===== config.mk =====
export PLATFORM = sky130hd
export DESIGN_NAME = tcs_ram
export DESIGN_NICKNAME = d
export VERILOG_FILES = /design/src/rtl/tcs_ram.sv
export SDC_FILE = /design/constraint.sdc
export NUM_CORES = 2
export LEC_CHECK = 0
export BUFFER_PORTS_ARGS = -buffer_cell sky130_fd_sc_hd__buf_4
export CAP_MARGIN = 20
export CORE_UTILIZATION = 45
export CTS_CLUSTER_DIAMETER = 30
export DETAILED_ROUTE_END_ITERATION = 10
export RECOVER_POWER = 50
export SLEW_MARGIN = 10
export SYNTH_ARGS = -nofsm -noshare
export SYNTH_HDL_FRONTEND = slang
export SYNTH_SLANG_ARGS = --single-unit

===== constraint.sdc =====
create_clock -name clk_i -period 2.78 [get_ports clk_i]
set_input_delay 0.417 -clock clk_i [delete_from_list [all_inputs] [get_ports clk_i]]
set_output_delay 0.417 -clock clk_i [all_outputs]
set_load 0.005 [all_outputs]

===== src/rtl/tcs_ram.sv =====
module tcs_ram #(
  parameter int unsigned WIDTH = 16,
  parameter int unsigned DEPTH = 256
) (
  input  logic                     clk_i,
  input  logic                     we_i,
  input  logic [$clog2(DEPTH)-1:0] waddr_i,
  input  logic [WIDTH-1:0]         wdata_i,
  input  logic [$clog2(DEPTH)-1:0] raddr_i,
  output logic [WIDTH-1:0]         rdata_o
);

  logic [WIDTH-1:0] mem_q [DEPTH];

  // one write port, one registered read port
  always_ff @(posedge clk_i) begin
    if (we_i) begin
      mem_q[waddr_i] <= wdata_i;
    end
    rdata_o <= mem_q[raddr_i];
  end

endmodule


## Word level (Yosys, flattened, before mapping)

Memory sizes are Yosys's and may differ from the RTL's. A register that Yosys moved wholly into a read port is not among the register bits.
Index checks and enable logic that the tools add are counted.

- Bits in writable memories: 4096
- Logic and storage cells: 3
- Output and inout bits: 16
- Memories kept: 1
- Register bits after elaboration: 0
- Input bits: 34

Memories:

| name | depth | bits a word | read ports | clocked after Yosys merged registers in | wr ports | RTL line | RTL |
|---|---|---|---|---|---|---|---|
| mem_q | 256 | 16 | 1 | 1 | 1 | 13 | `logic [WIDTH-1:0] mem_q [DEPTH];` |

- Multiplexer cells: 2

Operators by type and width:

| kind | count |
|---|---|
| two-way mux 1 bit | 2 |

## Logic depth before layout (Yosys ltp)

- Word-level depth: 2
- Gate-level depth with buffers: 12
- Depth with buffers taken out: 6

## Worst setup path after synthesis

OpenSTA, ideal clock, no wires.

- Kind: input to register
- Start: in waddr_i[3]
- End: mem mem_q[235][0] (enable)
- Arrival: 2.194 ns
- Library setup time: 0.388 ns
- Data required time: 2.392 ns
- Slack: 0.198 ns
- Stages on the path: 6
- Cells stage by stage: clkbuf_1 nor2b_1 clkbuf_1 nand4_1 clkbuf_1 nor2_1

RTL lines:

| element | RTL line | RTL |
|---|---|---|
| from (decl) | 7 | `input logic [$clog2(DEPTH)-1:0] waddr_i,` |
| to (decl) | 13 |  |

Straight into the memory's write port.

## Final worst setup path

- Start: in waddr_i[1]
- End: mem mem_q[182][15] (enable)

Straight into the memory's write port.

==> out/results.tsv <==
metric	value	unit
syn_to_final_growth	23.4	%
antenna_found_initial	23	
post_cts_buffers	0	
crit_path_start_kind	primary input	
fmax	0.361	GHz
rsz0062_at_grt	false	
cpMostUsedCell	clkbuf_1	
path_buf_inv	4	
finalClockSkew	0.0611	ns
layout_setup_ws	0.00642	ns
clockBufferDepth	4	
cts_buffers	699	
row_count	217	
syn_nets	7394	
path_cells	clkbuf_1 > nor2b_1 > clkbuf_1 > nand3_1 > clkbuf_1 > nor2_2 > clkbuf_1	
synth_cell_types	52	
clk_latency	1.07	ns
wl_per_cell	31.4	um
holdPathStages	3	
ys.flop_type	edfxtp_1	
io_pins	50	
finalNonFillerCells	13900	
synth_seq_cells	4112	
finalHoldViolCount	0	
die_height	596	um
critical_path_class	primary input to flop	
drv_slew	1349	
netlist.area_leader.share	0.775	
status	complete, but fails checks	
ir_drop	0.650	mV
nets	8724	
yosys_warnings	0	
drt_first_pass_iters	6	
async_reset_ff_frac	0	
htree_levels	6	
synth_common_cells	4096 x edfxtp_1, 797 x mux4_2, 565 x mux2i_1, 304 x nor2_1, 252 x o221ai_1	
worst_r2r_path_depth	8	
ys_seq_area_frac	0.777	
totalWireLength	437000	um
critical-path-top-delay-family	buffers and inverters	
grt_max_degree	129	
cpMaxStageDelayCell	clkbuf_1	
ant_nets	0	
groute.usage.overall	0.244	
cp.arrival	3.40	ns
core_area	0.350	sq mm
tightest_slew	2.63	ns
drt_iter0_drc	9752	
place_ws	-0.809	ns
drc	0	
dp_hpwl	269000	um
cpPeakStageDelay	1.03	ns
die_w	596	um
final_area	0.196	sq mm
layout-drive-gt1-share	0.330	
violations	max-capacitance violations, max-slew violations	
crit_fanout	16	
syn_inst	7360	
power.leakage	64.8	nW
path_clk_slew	0.05	ns
vias_per_cell	5.98	
clock-root-buffer	clkbuf_16	
vias	83200	
dieArea	0.355	sq mm
synth-edff-count	4096	
syn-cell-area	0.159	sq mm
syn_area_per_cell	21.6	sq um
start_util	0.453	
yosys.area.top_type	edfxtp_1	
grt_pass1_vias	84000	
cts_tree	yes	
place_congestion	0.888	
overflow	0	
yosysMostFrequentCell	edfxtp_1	
numClockSinks	4112	
maxCapViolCount	24	
grt_pass1_wl	619000	um
path_depth	7	
finalPower	163	mW
fin_crit_sh	0.998	
required	3.40	ns
critPathCaptureType	flop	
numPortBuffers	49	
slew-limit-headroom	-0.750	
p_per_area	830	mW/mm^2
synthTopCellsByArea	edfxtp_1 77%, mux4_2 11%, mux2i_1 3.6%	
post_dp_cell_area	0.172	sq mm
final_util	0.559	
period_minus_slack	2.77	ns
dp.cells	12600	
finalSetupViolCount	0	
hold_class	primary input to flop	
==> sequential cells by signal, summed over array words and instances, names as in the netlist <==
signal   count
mem_q     4096
rdata_o     16
==> power by group <==
part           internal (mW)  switching [mW]  leakage [nW]
sequential              68.5           0.152          36.9
combinational           2.80            4.37          16.2
clock                   56.0            30.7          11.6
total                    127            35.2          64.8
==> logic make-up after synthesis <==
logic type | synth area share
AO/OA/AOI/OAI | 0.0354
AND/OR/NAND/NOR | 0.0157
multiplexers | 0.155
buffers and inverters | 0.0169
flip-flops | 0.777
==> metrics by stage <==
step / hold slack, ns / TNS (ns)
floorplan: 0.516 / 0
global placement: 0.799 / -9.78
detailed placement: 0.801 / -9.65
CTS: 0.0547 / 0
global route: 0.161 / 0
finish: 0.157 / 0
==> placed cells by master (no fill, tap or decap), types with 96 or more instances in the layout <==
cell type / n
a21oi_1: 175
buf_12: 146
buf_4: 748
bufinv_16: 96
clkbuf_1: 170
clkbuf_16: 707
clkinv_1: 99
clkinv_2: 111
edfxtp_1: 4096
mux2i_1: 565
mux4_2: 797
nor2_1: 241
o221ai_1: 252
o22ai_1: 148
==> worst min-delay path: cells and delay by family <==
kind / cells / cell delay (ns)
simple gates: 2 / 0.41
buf+inv: 1 / 0.32
==> routing by layer <==
layer,up-vias,GRT usage,part of all wire
met3,719,0.0491,0.086
li1,34300,-,-
met4,2,0.0826,0.034
met1,44200,0.336,0.40
met5,-,0,0.000030
met2,3909,0.390,0.48
==> what timing repair did <==
| item | in CTS | in global routing |
|---|---|---|
| hold buffers | 16 | 0 |
| gates resized for setup | 0 | 0 |
| hold endpoints to repair | 951 | 0 |
==> path summary, 6_finish.rpt <==
kind            startpoint             end  slack, ns
max             waddr_i[1]  mem_q[182][15]      0.006
min             raddr_i[7]     rdata_o[12]       0.16
min reg2reg  mem_q[107][5]      rdata_o[5]       1.06
max reg2reg    mem_q[3][8]      rdata_o[8]       0.11
==> layout make-up <==
type                    count  area [sq um]
clock inverters           516          6160
flip-flops and latches   4112        123000
repair buffers           1081          9530
well taps                4599          5750
diodes                     15          37.5
clock buffers             787         18000
fillers                 25800        154000
inverters                   4          27.5
multi-input cells        2792         32900
No activity file was read; power rests on OpenSTA's default activity.
